===== src/rtl/w2e_pkg.sv =====
package w2e_pkg;

  // Frame geometry
  localparam int unsigned BufBytes   = 32;  // 24-byte MAC header plus 8 LLC/SNAP bytes
  localparam int unsigned WlanHdr    = 24;
  localparam int unsigned EthHdr     = 14;
  localparam int unsigned SnapLen    = 6;   // AA AA 03 00 00 00
  localparam int unsigned TypeHiIdx  = 30;  // SNAP ethertype bytes
  localparam int unsigned TypeLoIdx  = 31;
  localparam int unsigned MaxLastIdx = EthHdr + BufBytes - WlanHdr - 1;

  // Address field offsets in the 802.11 header
  localparam logic [4:0] Addr1Ofs = 5'd4;
  localparam logic [4:0] Addr2Ofs = 5'd10;
  localparam logic [4:0] Addr3Ofs = 5'd16;

  // Output queue sizing
  localparam int unsigned OutqDepth = 4;
  localparam int unsigned PtrW      = $clog2(OutqDepth);
  localparam int unsigned LvlW      = $clog2(OutqDepth + 1);

  // Distribution system direction bits (frame byte 1, bits 1:0)
  typedef enum logic [1:0] {
    DIR_NO_DS   = 2'd0,
    DIR_TO_DS   = 2'd1,
    DIR_FROM_DS = 2'd2,
    DIR_DS_DS   = 2'd3
  } dir_t;

  typedef struct packed {
    logic [7:0]  data_byte;
    logic        last_byte;
    logic [11:0] frame_length;
  } in_item_t;

  typedef struct packed {
    logic [7:0] out_byte;
    logic       out_last;
    logic       dropped;
  } out_item_t;

  // Expected LLC/SNAP byte at offset k past the MAC header
  function automatic logic [7:0] snap_pattern(input logic [2:0] k);
    logic [7:0] v;
    unique case (k)
      3'd0, 3'd1: v = 8'hAA;
      3'd2:       v = 8'h03;
      default:    v = 8'h00;
    endcase
    return v;
  endfunction

endpackage


===== src/rtl/wifi_to_ethernet_header_translate_top.sv =====
// 802.11 data frame to Ethernet header translation, one byte per transaction.
// The first 32 bytes of each frame (MAC header plus a possible LLC/SNAP
// header) are held in a 32-byte header buffer and produce no output; once 32
// bytes are in, or the frame ends sooner, the block picks destination and
// source from the direction bits and emits a 14-byte Ethernet header, then any
// buffered payload, then forwards every later byte at one byte per cycle
// unless stalled. The header burst is read out of the buffer's single read
// port one byte per cycle while the queue has room, so input stalls for a
// 14- to 22-byte burst per translated frame (14 when SNAP is stripped, else
// 14 plus one per buffered byte from byte 24 on); dropped frames cause no
// burst stall. Frames under 24 bytes and DS-to-DS frames give a single
// result with dropped set. Each result passes the read stage, then the output
// queue; header bytes issue from the burst state set by the transaction that
// completes the header. A 4-entry output queue keeps input flowing while
// results wait; input stalls once the queue and the read stage would be full.
module wifi_to_ethernet_header_translate_top (
  input  logic                 clk,
  input  logic                 rst_n,
  input  logic                 in_valid,
  output logic                 in_stall,
  input  w2e_pkg::in_item_t    in_item,
  output logic                 out_valid,
  input  logic                 out_stall,
  output w2e_pkg::out_item_t   out_item
);
  import w2e_pkg::*;

  logic             push;
  out_item_t        push_item;
  logic [LvlW-1:0]  q_level;

  // Frame parsing, header buffer and burst sequencer
  w2e_ctrl u_ctrl (
    .clk       (clk),
    .rst_n     (rst_n),
    .in_valid  (in_valid),
    .in_stall  (in_stall),
    .in_item   (in_item),
    .q_level   (q_level),
    .push      (push),
    .push_item (push_item)
  );

  // Output queue
  w2e_outq u_outq (
    .clk       (clk),
    .rst_n     (rst_n),
    .push      (push),
    .push_item (push_item),
    .out_valid (out_valid),
    .out_stall (out_stall),
    .out_item  (out_item),
    .level     (q_level)
  );

endmodule


===== src/rtl/w2e_ctrl.sv =====
module w2e_ctrl (
  input  logic                        clk,
  input  logic                        rst_n,
  input  logic                        in_valid,
  output logic                        in_stall,
  input  w2e_pkg::in_item_t           in_item,
  input  logic [w2e_pkg::LvlW-1:0]    q_level,
  output logic                        push,
  output w2e_pkg::out_item_t          push_item
);
  import w2e_pkg::*;

  typedef struct packed {
    logic       valid;
    logic       use_mem;
    logic [4:0] addr;
    logic [7:0] const_byte;
    logic       last;
    logic       drop;
  } op_t;

  // Header buffer
  logic [7:0] hdr_mem [BufBytes];

  // Frame state
  logic [4:0]  idx_r, idx_nxt;
  logic [11:0] len_r, len_nxt;
  logic        drop_pend_r, drop_pend_nxt;
  logic        pass_r, pass_nxt;
  dir_t        dir_r, dir_nxt;
  logic        snap_ok_r, snap_ok_nxt;

  // Header burst sequencer
  logic        burst_r, burst_nxt;
  logic [4:0]  bj_r, bj_nxt;
  logic [4:0]  bcnt_m1_r, bcnt_m1_nxt;
  logic [4:0]  dst_r, dst_nxt;
  logic [4:0]  src_r, src_nxt;
  logic        bsnap_r, bsnap_nxt;
  logic [15:0] type_r, type_nxt;
  logic        blast_r, blast_nxt;

  // Read stage
  logic        b_valid_r;
  logic        b_use_mem_r;
  logic        b_last_r;
  logic        b_drop_r;
  logic [7:0]  b_byte_r;
  logic [7:0]  mem_rd_r;

  op_t         op;
  op_t         bop;
  logic        room;
  logic        acc;
  logic        wr_en;
  logic        snap_now;
  logic [5:0]  n_cur;
  logic [15:0] type_calc;

  // Issue only when the queue can absorb this op plus the one in the read stage
  assign room     = ({1'b0, q_level} + {{LvlW{1'b0}}, b_valid_r}) < (LvlW + 1)'(OutqDepth);
  assign in_stall = burst_r | ~room;
  assign acc      = in_valid & ~in_stall;
  assign n_cur    = {1'b0, idx_r} + 6'd1;
  assign type_calc = (len_r >= 12'(WlanHdr)) ? {4'b0, len_r - 12'(WlanHdr)} : 16'd0;
  assign snap_now  = (n_cur == 6'(BufBytes)) && snap_ok_r;

  // Ethernet header byte for the current burst step
  always_comb begin
    bop            = '0;
    bop.valid      = 1'b1;
    bop.use_mem    = 1'b1;
    bop.last       = blast_r && (bj_r == bcnt_m1_r);
    priority if (bj_r < 5'd6) begin
      bop.addr = dst_r + bj_r;
    end else if (bj_r < 5'd12) begin
      bop.addr = src_r + (bj_r - 5'd6);
    end else if (bj_r == 5'd12) begin
      bop.use_mem    = bsnap_r;
      bop.addr       = 5'(TypeHiIdx);
      bop.const_byte = type_r[15:8];
    end else if (bj_r == 5'd13) begin
      bop.use_mem    = bsnap_r;
      bop.addr       = 5'(TypeLoIdx);
      bop.const_byte = type_r[7:0];
    end else begin
      // buffered payload following the MAC header
      bop.addr = bj_r + 5'(WlanHdr - EthHdr);
    end
  end

  // Frame control and op issue
  always_comb begin
    idx_nxt       = idx_r;
    len_nxt       = len_r;
    drop_pend_nxt = drop_pend_r;
    pass_nxt      = pass_r;
    dir_nxt       = dir_r;
    snap_ok_nxt   = snap_ok_r;
    burst_nxt     = burst_r;
    bj_nxt        = bj_r;
    bcnt_m1_nxt   = bcnt_m1_r;
    dst_nxt       = dst_r;
    src_nxt       = src_r;
    bsnap_nxt     = bsnap_r;
    type_nxt      = type_r;
    blast_nxt     = blast_r;
    op            = '0;
    wr_en         = 1'b0;

    if (burst_r) begin
      if (room) begin
        op = bop;
        if (bj_r == bcnt_m1_r) begin
          burst_nxt = 1'b0;
          pass_nxt  = ~blast_r;
        end else begin
          bj_nxt = bj_r + 5'd1;
        end
      end
    end else if (acc) begin
      if (pass_r) begin
        op.valid      = 1'b1;
        op.const_byte = in_item.data_byte;
        op.last       = in_item.last_byte;
        if (in_item.last_byte) pass_nxt = 1'b0;
      end else if (drop_pend_r) begin
        if (in_item.last_byte) begin
          op.valid      = 1'b1;
          op.last       = 1'b1;
          op.drop       = 1'b1;
          drop_pend_nxt = 1'b0;
        end
      end else begin
        wr_en = 1'b1;
        if (idx_r == 5'd0) len_nxt = in_item.frame_length;
        if (idx_r == 5'd1) dir_nxt = dir_t'(in_item.data_byte[1:0]);
        // running LLC/SNAP match
        if (idx_r == 5'(WlanHdr)) begin
          snap_ok_nxt = in_item.data_byte == snap_pattern(3'd0);
        end else if (idx_r > 5'(WlanHdr) && idx_r < 5'(WlanHdr + SnapLen)) begin
          snap_ok_nxt = snap_ok_r &&
                        (in_item.data_byte == snap_pattern(3'(idx_r - 5'(WlanHdr))));
        end

        if (n_cur < 6'(BufBytes) && !in_item.last_byte) begin
          idx_nxt = idx_r + 5'd1;
        end else begin
          idx_nxt = 5'd0;
          if (n_cur < 6'(WlanHdr)) begin
            op.valid = 1'b1;
            op.last  = 1'b1;
            op.drop  = 1'b1;
          end else if (dir_r == DIR_DS_DS) begin
            if (in_item.last_byte) begin
              op.valid = 1'b1;
              op.last  = 1'b1;
              op.drop  = 1'b1;
            end else begin
              drop_pend_nxt = 1'b1;
            end
          end else begin
            burst_nxt   = 1'b1;
            bj_nxt      = 5'd0;
            blast_nxt   = in_item.last_byte;
            bsnap_nxt   = snap_now;
            type_nxt    = type_calc;
            dst_nxt     = (dir_r == DIR_TO_DS) ? Addr3Ofs : Addr1Ofs;
            src_nxt     = (dir_r == DIR_FROM_DS) ? Addr3Ofs : Addr2Ofs;
            bcnt_m1_nxt = snap_now ? 5'(EthHdr - 1)
                                   : 5'(n_cur - 6'(WlanHdr - EthHdr + 1));
          end
        end
      end
    end
  end

  // Control state
  always_ff @(posedge clk) begin
    if (!rst_n) begin
      idx_r       <= 5'd0;
      drop_pend_r <= 1'b0;
      pass_r      <= 1'b0;
      burst_r     <= 1'b0;
      b_valid_r   <= 1'b0;
    end else begin
      idx_r       <= idx_nxt;
      drop_pend_r <= drop_pend_nxt;
      pass_r      <= pass_nxt;
      burst_r     <= burst_nxt;
      b_valid_r   <= op.valid;
    end
  end

  // Frame and burst payload
  always_ff @(posedge clk) begin
    len_r       <= len_nxt;
    dir_r       <= dir_nxt;
    snap_ok_r   <= snap_ok_nxt;
    bj_r        <= bj_nxt;
    bcnt_m1_r   <= bcnt_m1_nxt;
    dst_r       <= dst_nxt;
    src_r       <= src_nxt;
    bsnap_r     <= bsnap_nxt;
    type_r      <= type_nxt;
    blast_r     <= blast_nxt;
    b_use_mem_r <= op.use_mem;
    b_last_r    <= op.last;
    b_drop_r    <= op.drop;
    b_byte_r    <= op.const_byte;
  end

  // Header buffer write and registered read
  always_ff @(posedge clk) begin
    if (wr_en) hdr_mem[idx_r] <= in_item.data_byte;
    if (op.valid && op.use_mem) mem_rd_r <= hdr_mem[op.addr];
  end

  assign push                = b_valid_r;
  assign push_item.out_byte  = b_use_mem_r ? mem_rd_r : b_byte_r;
  assign push_item.out_last  = b_last_r;
  assign push_item.dropped   = b_drop_r;

  // Checks
  a_mode_excl: assert property (@(posedge clk) disable iff (!rst_n)
    !(pass_r && drop_pend_r))
    else $error("payload pass and drop swallow both active");

  a_burst_alone: assert property (@(posedge clk) disable iff (!rst_n)
    burst_r |-> (!pass_r && !drop_pend_r))
    else $error("header burst overlaps another frame mode");

  a_burst_len: assert property (@(posedge clk) disable iff (!rst_n)
    burst_r |-> (bcnt_m1_r >= 5'(EthHdr - 1) && bcnt_m1_r <= 5'(MaxLastIdx)
                 && bj_r <= bcnt_m1_r))
    else $error("header burst length out of range");

  a_burst_end: assert property (@(posedge clk) disable iff (!rst_n)
    (burst_r && room && bj_r == bcnt_m1_r) |=> !burst_r)
    else $error("header burst did not end after its final byte");

endmodule


===== src/rtl/w2e_outq.sv =====
module w2e_outq (
  input  logic                        clk,
  input  logic                        rst_n,
  input  logic                        push,
  input  w2e_pkg::out_item_t          push_item,
  output logic                        out_valid,
  input  logic                        out_stall,
  output w2e_pkg::out_item_t          out_item,
  output logic [w2e_pkg::LvlW-1:0]    level
);
  import w2e_pkg::*;

  out_item_t            entry_r [OutqDepth];
  logic [PtrW-1:0]      wr_ptr_r, wr_ptr_nxt;
  logic [PtrW-1:0]      rd_ptr_r, rd_ptr_nxt;
  logic [LvlW-1:0]      level_r, level_nxt;
  logic                 pop;

  assign out_valid = level_r != '0;
  assign out_item  = entry_r[rd_ptr_r];
  assign pop       = out_valid & ~out_stall;
  assign level     = level_r;

  // Pointer and fill level update
  always_comb begin
    wr_ptr_nxt = push ? wr_ptr_r + PtrW'(1) : wr_ptr_r;
    rd_ptr_nxt = pop ? rd_ptr_r + PtrW'(1) : rd_ptr_r;
    unique case ({push, pop})
      2'b10:   level_nxt = level_r + LvlW'(1);
      2'b01:   level_nxt = level_r - LvlW'(1);
      default: level_nxt = level_r;
    endcase
  end

  always_ff @(posedge clk) begin
    if (!rst_n) begin
      wr_ptr_r <= '0;
      rd_ptr_r <= '0;
      level_r  <= '0;
    end else begin
      wr_ptr_r <= wr_ptr_nxt;
      rd_ptr_r <= rd_ptr_nxt;
      level_r  <= level_nxt;
    end
  end

  // Entry storage
  always_ff @(posedge clk) begin
    if (push) entry_r[wr_ptr_r] <= push_item;
  end

  // Checks
  a_no_overflow: assert property (@(posedge clk) disable iff (!rst_n)
    !(push && !pop && level_r == LvlW'(OutqDepth)))
    else $error("output queue overflow");

  a_level_max: assert property (@(posedge clk) disable iff (!rst_n)
    level_r <= LvlW'(OutqDepth))
    else $error("output queue level beyond depth");

  a_level_step: assert property (@(posedge clk) disable iff (!rst_n)
    (push && !pop) |=> (level_r == $past(level_r) + LvlW'(1)))
    else $error("output queue level did not track a push");

endmodule

===== config.mk =====
export PLATFORM = sky130hd
export DESIGN_NAME = wifi_to_ethernet_header_translate_top
export DESIGN_NICKNAME = d
export VERILOG_FILES = /design/src/rtl/w2e_pkg.sv /design/src/rtl/wifi_to_ethernet_header_translate_top.sv /design/src/rtl/w2e_ctrl.sv /design/src/rtl/w2e_outq.sv
export SDC_FILE = /design/constraint.sdc
export NUM_CORES = 1
export LEC_CHECK = 0
export BUFFER_PORTS_ARGS = -buffer_cell sky130_fd_sc_hd__buf_2
export CAP_MARGIN = 20
export CELL_PAD_IN_SITES_DETAIL_PLACEMENT = 1
export CELL_PAD_IN_SITES_GLOBAL_PLACEMENT = 2
export CORE_MARGIN = 3
export CORE_UTILIZATION = 45
export CTS_BUF_LIST = sky130_fd_sc_hd__clkbuf_8 sky130_fd_sc_hd__clkbuf_16
export CTS_CLUSTER_DIAMETER = 60
export DETAILED_ROUTE_END_ITERATION = 7
export PLACE_DENSITY_LB_ADDON = 0.1
export SLEW_MARGIN = 10
export SYNTH_ARGS = -nofsm -noshare
export SYNTH_HDL_FRONTEND = slang
export SYNTH_SLANG_ARGS = --single-unit
export TNS_END_PERCENT = 10

===== constraint.sdc =====
create_clock -name clk -period 4.3 [get_ports clk]
set_input_delay 1.29 -clock clk [delete_from_list [all_inputs] [get_ports clk]]
set_output_delay 1.29 -clock clk [all_outputs]
set_load 0.01 [all_outputs]

# Word level (Yosys, flattened, before mapping)
# Memory sizes are Yosys's and may differ from the RTL's. A register that Yosys moved wholly into a read port is not among the register bits.
# Index checks and enable logic that the tools add are counted.
# word_totals
mem_bits_rw,296
reg_bits,80
output_inout_bits,12
mem_count,2
# op_classes
n_reduce_logical,22
addsub,15
eq_ne,23
bitwise,13
n_lt_le_gt_ge,8
muxes,82
# memory_table
name,depth,word_bits,rd,rd_clocked_by_memory_dff,write_ports,line,source
u_ctrl.hdr_mem,32,8,1,1,1,w2e_ctrl.sv:23,logic [7:0] hdr_mem [BufBytes];
u_outq.entry_r,4,10,1,1,1,w2e_outq.sv:13,out_item_t entry_r [OutqDepth];
# op_table
op,n
two-way mux 8 bit,11
two-way mux 5 bit,15
two-way mux 1 bit,42
two-way mux 10 bit,2
two-way mux 17 bit,1
case mux 8 bit (2 select lines),1
AND reduction 5 bit,3
two-way mux 14 bit,1
two-way mux 2 bit,7
>= comparator 12 x 5 -> 1 bit (second input constant),1
subtractor 12 x 5 -> 12 bit (second input constant),1
adder 5 x 1 -> 5 bit (second input constant),2
adder 5 bit,2
== test 5 x 4 -> 1 bit (second input constant),2
inequality test 2 bit (second input constant),5
NOT 1 bit,10
== test 8 bit,1
== test 8 bit (second input constant),1
AND reduction 8 bit,1
AND reduction 7 bit,1
adder 5 x 1 -> 6 bit (second input constant),1
== test 2 bit (second input constant),3
== test 6 bit (second input constant),1
logical AND 1 bit,6
33 further kinds,42

# Depth between registers and ports, before layout
# Gate-level depths: netlist (run 1).
# depth
depth_word,14
ltp_mapped,13

# Hierarchy
# Synthesis (run 1) repeated with hierarchy kept, for this count alone.
# unflattened
hier_cells,1195
hier_area_um2,15922.8
# modules_own_cells
mod,cells_per_inst,n_inst,area_each_um2,seq_area_each_um2
w2e_ctrl,1094,1,14009.7,9619.2
w2e_outq,101,1,1913.1,1381.3

# Worst setup path after synthesis (run 1)
# No wires, ideal clock.
# synth_path
path_type,input to register
from,in in_item[12] in the netlist's numbering
to,reg u_ctrl.bcnt_m1_r[0] (enable)
t_arrival_ns,2.740
cell_stages,4
required_ns,3.897
setup_time_ns,0.403
path_buffers,1
slack_ns,1.157
path_cell_list,clkbuf_1 -> or2_2 -> nand2_1 -> nor2_1
# synth_via
elab_chain_cells,4
# synth_lines
element,line,source
from (decl),wifi_to_ethernet_header_translate_top.sv:21,"input w2e_pkg::in_item_t in_item,"
zero test 1 bit,w2e_ctrl.sv:146,if (n_cur < 6'(BufBytes) && !in_item.last_byte) begin
logical AND 1 bit,w2e_ctrl.sv:146,
NOT 1 bit (no line),-,
AND reduction 7 bit (no line),-,
to (signal assigned),w2e_ctrl.sv:201,bcnt_m1_r <= bcnt_m1_nxt;
to (decl),w2e_ctrl.sv:36,"logic [4:0] bcnt_m1_r, bcnt_m1_nxt;"
# No other way between the ends.
# A chain may end at the register's enable or synchronous reset.

# Final worst setup path (run 1)
# layout_path
from,reg u_ctrl.bj_r[1]
to,reg u_ctrl.mem_rd_r[7] (read register of u_ctrl.hdr_mem) (data pin)
# layout_via
elab_chain_cells,8
elab_cells_between_ends,18
# layout_lines
element,line,source
from (decl),w2e_ctrl.sv:35,"logic [4:0] bj_r, bj_nxt;"
from (signal assigned),w2e_ctrl.sv:200,bj_r <= bj_nxt;
branches (longest 5 deep; another with subtractor 5 x 3 -> 5 bit),-,
two-way mux 17 bit (*),w2e_ctrl.sv:112,if (room) begin
two-way mux 6 bit (*),w2e_ctrl.sv:111,if (burst_r) begin
logical AND 1 bit,w2e_ctrl.sv:216,if (op.valid && op.use_mem) mem_rd_r <= hdr_mem[op.addr];
to (decl),w2e_ctrl.sv:49,logic [7:0] mem_rd_r;
# Mark *: on every way between the ends.

==> results of run 1 <==
## cells in the final DEF (no fill, tap or decap), types with 6 or more instances in the layout
master / count
a21oi_1: 79
a32oi_1: 6
and2_1: 7
and3_1: 11
buf_2: 36
buf_4: 56
clkbuf_16: 43
clkinv_1: 8
dfxtp_1: 29
edfxtp_1: 347
ha_1: 21
inv_1: 32
mux2_2: 10
mux2i_1: 21
mux4_2: 10
nand2_1: 203
nand2b_1: 7
nand3_1: 63
nor2_1: 96
nor2b_1: 7
nor3_1: 14
nor4_2: 7
o2111ai_1: 12
o21ai_0: 15
o21ai_1: 7
o311ai_1: 6
o31ai_1: 13
or3_1: 18
xnor2_1: 12
xor2_1: 14
## cell type report
class                      count  area (sq um)
tap                          455         569.3
timing repair buffer          95         645.6
clock buffer                  43          1076
fill                        3520         16640
sequential                   376         11000
inverter                      22         82.58
clock inverter                29         226.5
antenna                        1         2.502
multi-input combinational    739          4554
## metal layers
metal  vias to the layer above  global-route usage (%)  part of all wire (%)
met5                         -                       0                 0.062
met2                       276                   36.40                    47
met1                      5065                   34.48                    46
li1                       4604                       -                     -
met3                        63                   3.311                   5.3
met4                         4                   5.426                   2.3
## stage by stage
stage	hold slack (ns)	power, uW	utilization (%)
6_report	0.4835	7882	52.18
2_1_floorplan	0.4343	4386	-
3_5_place_dp	0.4688	4574	48.41
3_3_place_gp	0.4505	4565	48.41
5_1_grt	0.5227	8146	52.17
4_1_cts	0.4846	7953	52.16
## path summary, 6_finish.rpt
path	start	slack [ns]	to	cells after the start
min	u_ctrl.b_last_r	0.48	u_outq.entry_r[2][1]	0
max reg2reg	u_ctrl.bj_r[1]	0.53	u_ctrl.mem_rd_r[7]	11
min reg2reg	u_ctrl.b_last_r	0.48	u_outq.entry_r[2][1]	0
max	u_ctrl.bj_r[1]	0.53	u_ctrl.mem_rd_r[7]	11
## worst max-delay path: stages, from the launching register on
cell       delay, ns
edfxtp_1        0.49
inv_1           0.25
ha_1            0.21
inv_1           0.05
ha_1            0.20
ha_1            0.31
nor3_1          0.06
a2111oi_2       0.49
o21a_1          0.32
nand3_1         0.34
o31ai_1         0.71
nor4_2          0.07
## state kept, by name, summed over array words and instances (netlist names), 2 cells and up, named ones only
signal,flops
u_ctrl.bcnt_m1_r,5
u_outq.wr_ptr_r,2
u_ctrl.b_byte_r,8
u_ctrl.src_r,2
u_outq.entry_r,40
u_outq.rd_ptr_r,2
u_ctrl.idx_r,5
u_ctrl.len_r,12
u_outq.level,3
u_ctrl.mem_rd_r,8
u_ctrl.bj_r,5
u_ctrl.dst_r,2
u_ctrl.type_r,12
u_ctrl.dir_r,2
u_ctrl.hdr_mem,256
## power groups by stage
stage / sequential (uW) / combinational (uW) / clock (uW)
floorplan: 4150 / 240 / 0
global placement: 4180 / 386 / 0
detailed placement: 4180 / 395 / 0
CTS: 4100 / 397 / 3450
global route: 4110 / 430 / 3610
finish: 4100 / 387 / 3390
## cell families after synthesis
group | after synthesis
xor+xnor | 27
compound gates | 182
buf+inv | 88
simple gates | 467
flops | 376
mux | 41
fa+ha+maj | 22
==> results.cfg, run 1 <==
[sta]
rsz0062_at_grt = false
fin_crit_sh_pct = 87.56
fin_tns_setup_ns = 0
fin_crit_ns = 3.765
finalHoldViolCount = 0
slew_violations = 0
setup_ws_ns = 0.5349
fmax_mhz = 265.6
tightest_slew_ns = 1.009
setup_viol = 0
clock_skew_ns = 0.02199
maxSlewHeadroom_pct = 32.75

[place]
place_congestion = 0.8432
dpl.cell_count = 1686
dpl_cell_area_sq_mm = 0.01685
place.port_buffers = 36
dp_hpwl_microns = 29620
preCtsSetupSlack_ns = 0.5608

[yosys]
syn_area_per_cell_sq_um = 13.30
synth_edf_count = 347
synth-compound-area-share_pct = 7.799
ys_ff_latch = 376
synth.top_cells.by_count = 347 x edfxtp_1, 203 x nand2_1, 97 x nor2_1
syn-num-nets = 1250
yosys.cell_count.top_type = edfxtp_1
async_flop_share_pct = 0
synth-xor-area-share_pct = 1.565
synthMuxAreaShare_pct = 3.426
ys_types = 78
seq_area_frac_synth_pct = 68.78
synthAdderAreaFrac_pct = 1.768
yosys-top-cells-area = edfxtp_1 65%, nand2_1 4.8%, dfxtp_1 3.6%, a21oi_1 2.5%, nor2_1 2.3%
synth_top_cell_by_area = edfxtp_1
synthesis.area_sq_mm = 0.01599
syn_inst = 1203
ys_warn_count = 0
synthFlopType = edfxtp_1
synth_top_area_share_pct = 65.15
synth_top_family_by_area = simple AND/OR/NAND/NOR gates
synth-simple-area-share_pct = 13.71

[clocking]
cts_tree = done
cts_htree_levels = 2
cts_made_buffers = 42
cts_root_buf = clkbuf_16
cts_resized = 0
cts_hold_buf = 0
clk_pin_slew_ns = 0.06
insertion_delay_ns = 0.54
cts_buffer_depth = 3
cts.sinks = 376
post_cts_buffers = 0

[power_and_ir_drop]
p_seq_share_pct = 52.0
ir_drop_uv = 376.7
p_leak_uw = 0.006239
swShare_pct = 21.48
power.density_mw_per_mm2 = 434.1
power.share.clock_pct = 43.1
switchingPower_uw = 1693
p_int_uw = 6188
pwr-share-comb_pct = 4.9

[worst_setup_path]
path_class = reg2reg
endpoint_kind = flip-flop
cp_data_required_time_ns = 4.56
cp.arrival_ns = 4.03
cp-start-kind = flip-flop
cp_max_fo = 7

[layout]
area_delta_synth_final_pct = 13.53
layout.nets = 1323
final_cells = 1760
finish.instance_area_sq_mm = 0.01816
final_layout_size_suffix_gt1_share_pct = 15.72

[global_route]
grt_pass1_wl_microns = 66620
antenna_found_initial = 6
grt_max_degree = 62
grt_pass1_vias = 10210
grt-ovfl-total = 0
track_usage_pct = 23.16

[status]
run_status = completed

[die]
die_w_microns = 194.5
die_area_sq_mm = 0.03784
io_pins = 37
start_util_pct = 45.96
core_area_sq_mm = 0.03480
die_y_microns = 194.5
core.rowCount = 68

[worst_hold_path]
hold_path_class = reg2reg

[route]
via_count = 10010
dr.pass1.iters = 5
viasPerCell = 5.689
ant_nets = 0
drc = 0
wirelength_microns = 43730
routedWlPerCell_microns = 24.85
drtIter0Drc = 886

[flow_run]
maxCapViolCount = 0
(Power assumes the default switching activity.)
==> run 2, diff against run 1 <==
==> constraint.sdc (replaced) <==
create_clock -name clk -period 3.7 [get_ports clk]
set_input_delay 1.11 -clock clk [delete_from_list [all_inputs] [get_ports clk]]
set_output_delay 1.11 -clock clk [all_outputs]
set_load 0.01 [all_outputs]
==> run 2 against run 1 <==
- cell count rose by 0.97%
- register-to-register slack got worse by 0.24 ns
- sequential share of layout area fell by 0.42 points
- die area did not move
- global-route usage rose by 0.12 points
- via count rose by 0.43%
- setup slack got worse by 0.24 ns
- worst hold slack improved by 0.011 ns
- total power rose by 16%
- combinational power rose by 18%
==> results.cfg, run 2 (synthesis results as in run 1) <==
[status]
run_status = completed

[worst_setup_path]
crit_path_max_incr_delay_ns = 0.73
crit_top_cell = ha_1
cp.arrival_ns = 3.66
cp-start-kind = flip-flop
worstPathCellList = inv_1, ha_1, inv_1, ha_1, ha_1, nor3_1, a2111oi_2, o21a_1, buf_4, nand3_1, o31ai_1, nor4_2
cp_data_required_time_ns = 3.96
crit_path_top_delay_cell = o31ai_1
path_class = reg2reg
cp_max_fo = 7
endpoint_kind = flip-flop

[layout]
top_regs = u_ctrl.hdr_mem: 256 flops, u_outq.entry_r: 40 flops
area_delta_synth_final_pct = 14.32
most-common-layout-cells = 347 x edfxtp_1, 203 x nand2_1, 96 x nor2_1
layout.nets = 1338
largest_register_ffs = 256
final_common_cell = edfxtp_1
final_layout_size_suffix_gt1_share_pct = 16.64
final_cells = 1777
fillers = 3510
regMostFlops = u_ctrl.hdr_mem
diodes = 0

[route]
ant_nets = 0
drc = 0
drtIter0Drc = 791
via_count = 10060
wirelength_microns = 43790
routedWlPerCell_microns = 24.64
dr.pass1.iters = 5
viasPerCell = 5.658

[sta]
tightest_slew_ns = 0.9855
setup_viol = 0
fin_tns_setup_ns = 0
finalHoldViolCount = 0
setup_ws_ns = 0.2956
maxSlewHeadroom_pct = 33.79
slew_violations = 0
clock_skew_ns = 0.01633
rsz0062_at_grt = false
fin_crit_ns = 3.404
fin_crit_sh_pct = 92.01
fmax_mhz = 293.7

[place]
dp_hpwl_microns = 29430
place_congestion = 0.8343
place.port_buffers = 36
dpl.cell_count = 1700
preCtsSetupSlack_ns = 0.09875

[flow_run]
maxCapViolCount = 0

[clocking]
cts_hold_buf = 0
cts_buffer_depth = 3
cts_htree_levels = 2
cts_tree = done
insertion_delay_ns = 0.53
cts.sinks = 376
post_cts_buffers = 0
clk_pin_slew_ns = 0.06
cts_made_buffers = 42
cts_root_buf = clkbuf_16
cts_resized = 0

[power_and_ir_drop]
power.density_mw_per_mm2 = 499.1
ir_drop_uv = 290.1
p_leak_uw = 0.006332

[global_route]
antenna_found_initial = 2
track_usage_pct = 23.28
grt_max_degree = 56
grt_pass1_vias = 10590
grt_pass1_wl_microns = 66980
grt-ovfl-total = 0

[die]
die_w_microns = 194.5
core_area_sq_mm = 0.03480
start_util_pct = 45.96
die_y_microns = 194.5
io_pins = 37
core.rowCount = 68
die_area_sq_mm = 0.03784

[worst_hold_path]
hold_path_class = reg2reg
[run 2: changes by cell type in the layout (fill, tap and decap cells not counted), moves of 2 or more]
cell      before  now
buf_12         2    4
buf_4         56   70
clkbuf_8       0    2
clkinv_8       2    0
inv_1         32   35
[run 2: where the power goes]
group | switching, uW | leakage [uW] | internal [uW] | total (uW)
combinational | 272 | 0.00227 | 184 | 457
sequential | 66.2 | 0.00338 | 4700 | 4770
clock | 1620 | 0.000677 | 2280 | 3900
[run 2: final cells by class]
| class | count | area (sq um) | area share (%) |
|---|---|---|---|
| tap | 455 | 569.3 | 3.113 |
| inverter | 22 | 82.58 | 0.4516 |
| clock buffer | 45 | 1104 | 6.035 |
| timing repair buffer | 110 | 785.8 | 4.297 |
| multi-input combinational | 739 | 4554 | 24.91 |
| sequential | 376 | 11000 | 60.16 |
| clock inverter | 30 | 188.9 | 1.033 |
[run 2: critical path: cells and delay by family (launching register included)]
family / cells / cell delay [ns]
flip-flops: 1 / 0.38
AO/OA/AOI/OAI: 3 / 1.45
adder cells (fa/ha/maj): 3 / 0.63
buffers and inverters: 3 / 0.28
AND/OR/NAND/NOR: 3 / 0.39
[run 2: stage by stage]
stage / instance area [sq um] / hold WS, ns / total power [uW] / util [%]
2_1_floorplan: 15990 / 0.4343 / 5097 / -
3_3_place_gp: 16980 / 0.4559 / 5308 / 48.79
3_5_place_dp: 16980 / 0.4769 / 5320 / 48.79
4_1_cts: 18270 / 0.4908 / 9204 / 52.50
5_1_grt: 18290 / 0.5156 / 9428 / 52.55
6_report: 18290 / 0.4946 / 9126 / 52.55
[run 2: routing by layer]
layer	vias to the layer above	GRT usage, %	share of wire [%]
li1	4641	-	-
met5	-	0	0
met4	0	5.053	1.9
met2	214	38.17	48
met1	5153	33.21	45
met3	47	3.623	4.8
[run 2: path summary, 6_finish.rpt]
path | from | to | slack (ns) | cells past startpoint
max reg2reg | u_ctrl.bj_r[1] | u_ctrl.mem_rd_r[5] | 0.30 | 12
min reg2reg | u_ctrl.b_drop_r | u_outq.entry_r[3][0] | 0.49 | 0
max | u_ctrl.bj_r[1] | u_ctrl.mem_rd_r[5] | 0.30 | 12
min | u_ctrl.b_drop_r | u_outq.entry_r[3][0] | 0.49 | 0
==> run 3, diff against run 2 <==
--- a/config.mk
+++ b/config.mk
@@ -14,9 +14,10 @@
 export CTS_BUF_LIST = sky130_fd_sc_hd__clkbuf_8 sky130_fd_sc_hd__clkbuf_16
 export CTS_CLUSTER_DIAMETER = 60
 export DETAILED_ROUTE_END_ITERATION = 7
-export PLACE_DENSITY_LB_ADDON = 0.1
+export PLACE_DENSITY = 0.86
 export SLEW_MARGIN = 10
 export SYNTH_ARGS = -nofsm -noshare
 export SYNTH_HDL_FRONTEND = slang
+export SYNTH_HIERARCHICAL = 1
 export SYNTH_SLANG_ARGS = --single-unit
 export TNS_END_PERCENT = 10
==> run 3 against run 2 <==
- clock-buffer cell count stayed put
- die area is 0.43% lower
- setup slack worse by 0.12 ns
- clock skew is 0.0032 ns higher
- sequential power hardly changed
- fmax is 3.4% lower
- design area is 0.87% lower
- wire length is 0.17% higher
- clock power is 1% lower
- sequential cell count stayed put
- first-iteration DRC count is 12% higher
- critical endpoint is now u_ctrl/mem_rd_r[5]
- largest cell class unchanged
- highest routed layer is now met5
==> results.cfg, run 3 <==
[worst_setup_path]
endpoint_kind = flip-flop
cp_data_required_time_ns = 3.99
cp_max_fo = 13
path_class = reg2reg
cp-start-kind = flip-flop
cp.arrival_ns = 3.81

[sta]
tightest_slew_ns = 1.047
maxSlewHeadroom_pct = 29.68
fin_crit_sh_pct = 95.23
slew_violations = 0
fmax_mhz = 283.8
finalHoldViolCount = 0
clock_skew_ns = 0.01954
hold-worst-slack_ns = 0.4901
setup_viol = 0
fin_crit_ns = 3.523

[place]
place.port_buffers = 36
dpl.cell_count = 1680
dp_hpwl_microns = 29220
place_congestion = 0.8692

[power_and_ir_drop]
ir_drop_uv = 420.9
p_leak_uw = 0.006525
power.density_mw_per_mm2 = 500.0
power_uw = 9063

[global_route]
grt_pass1_vias = 10770
track_usage_pct = 23.12
antenna_found_initial = 2
grt-ovfl-total = 0
grt_pass1_wl_microns = 66290
grt_max_degree = 84

[layout]
regMostFlops = u_ctrl/hdr_mem
final_cells = 1752
top_regs = u_ctrl/hdr_mem: 256 flops, u_outq/entry_r: 40 flops
final_layout_size_suffix_gt1_share_pct = 15.03
final_common_cell = edfxtp_1
layout.nets = 1317
diodes = 0
multi_input_area_sq_mm = 0.004556
regArea_sq_mm = 0.01100
most-common-layout-cells = 347 x edfxtp_1, 213 x nand2_1, 70 x nor2_1
largest_register_ffs = 256
area_delta_synth_final_pct = 13.84
fillers = 3500

[clocking]
clk_pin_slew_ns = 0.06
cts_made_buffers = 41
cts_root_buf = clkbuf_16
cts_tree = done
cts.sinks = 376
cts_resized = 0
post_cts_buffers = 0
cts_hold_buf = 0
insertion_delay_ns = 0.56
cts_htree_levels = 2
cts_buffer_depth = 3

[route]
dr.pass1.iters = 5
drtIter0Drc = 884
wirelength_microns = 43860
drc = 0
via_count = 10210
viasPerCell = 5.828
routedWlPerCell_microns = 25.03
ant_nets = 0

[yosys]
async_flop_share_pct = 0
yosys.cell_count.top_type = edfxtp_1
synthesis.area_sq_mm = 0.01592
synth_top_cell_by_area = edfxtp_1
ys_ff_latch = 376
synth_edf_count = 347
ys_warn_count = 6
syn_inst = 1195
synthFlopType = edfxtp_1
synth.top_cells.by_count = 347 x edfxtp_1, 214 x nand2_1, 70 x nor2_1
syn-num-nets = 1244
seq_area_frac_synth_pct = 69.09
synth_top_area_share_pct = 65.44
syn_area_per_cell_sq_um = 13.32
yosys-top-cells-area = edfxtp_1 65%, nand2_1 5.0%, dfxtp_1 3.6%, nand3_1 2.0%, mux2i_1 2.0%
ys_types = 71

[die]
die_y_microns = 194.1
die_area_sq_mm = 0.03768
core_area_sq_mm = 0.03471
io_pins = 37
core.rowCount = 68
start_util_pct = 45.87
die_w_microns = 194.1

[worst_hold_path]
hold_path_class = reg2reg

[status]
run_status = completed

[flow_run]
maxCapViolCount = 0
-- run 3: final timing paths --
| kind | startpoint | endpoint | slack, ns | cells after the start |
|---|---|---|---|---|
| hold reg to reg | u_ctrl/b_last_r | u_outq/entry_r[1][1] | 0.49 | 0 |
| hold / removal | u_ctrl/b_last_r | u_outq/entry_r[1][1] | 0.49 | 0 |
| setup / recovery | u_ctrl/bj_r[1] | u_ctrl/mem_rd_r[5] | 0.18 | 10 |
| setup reg to reg | u_ctrl/bj_r[1] | u_ctrl/mem_rd_r[5] | 0.18 | 10 |
-- run 3: cell type report --
| class | count | share of cell area, % |
|---|---|---|
| Clock inverter | 27 | 0.8559 |
| Sequential cell | 376 | 60.69 |
| Multi-Input combinational cell | 732 | 25.13 |
| Tap cell | 455 | 3.141 |
| Inverter | 29 | 0.6005 |
| Timing Repair Buffer | 88 | 3.493 |
| Clock buffer | 45 | 6.088 |
-- run 3: power breakdown --
part | internal (uW) | switching [uW] | leakage (uW) | total, uW
Clock | 2210 | 1640 | 0.000670 | 3850
Sequential | 4700 | 66.0 | 0.00337 | 4760
Combinational | 179 | 268 | 0.00248 | 447
-- run 3: cells by family (layout without fill, tap and decap cells) --
kind of cell    count (synthesis)  after routing  synth area share (%)
compound gates                153            153                 6.742
xor+xnor                       25             25                 1.375
fa+ha+maj                      24             24                 1.933
buf+inv                        87            189                 2.766
flops                         376            376                 69.09
mux                            52             52                 4.204
simple gates                  478            478                 13.89
-- run 3: per-stage QoR --
step	cell area [sq um]	TNS [ns]	util (%)	setup WS, ns
2_1_floorplan	15920	0	-	0.8214
3_3_place_gp	16810	0	48.44	0.2628
3_5_place_dp	16810	0	48.44	0.1389
4_1_cts	18070	0	52.06	0.09868
5_1_grt	18130	-0.006292	52.22	-0.004939
6_report	18130	0	52.22	0.1766
-- run 3: critical path, cell delays in order, from the launching register on --
cell	delay, ns
edfxtp_1	0.53
inv_1	0.16
ha_1	0.34
nor2b_1	0.15
a31oi_2	0.28
and4_1	0.55
buf_4	0.32
nand3_1	0.12
and3_1	0.22
a311oi_1	0.45
nor4_1	0.12
-- run 3: routing by layer --
layer | vias to the layer above | part of all wire [%] | GRT usage (%)
li1 | 4578 | - | -
met1 | 5237 | 42 | 31.28
met2 | 325 | 50 | 39.41
met3 | 68 | 5.8 | 3.701
met4 | 2 | 1.9 | 5.745
met5 | - | 0.030 | 0
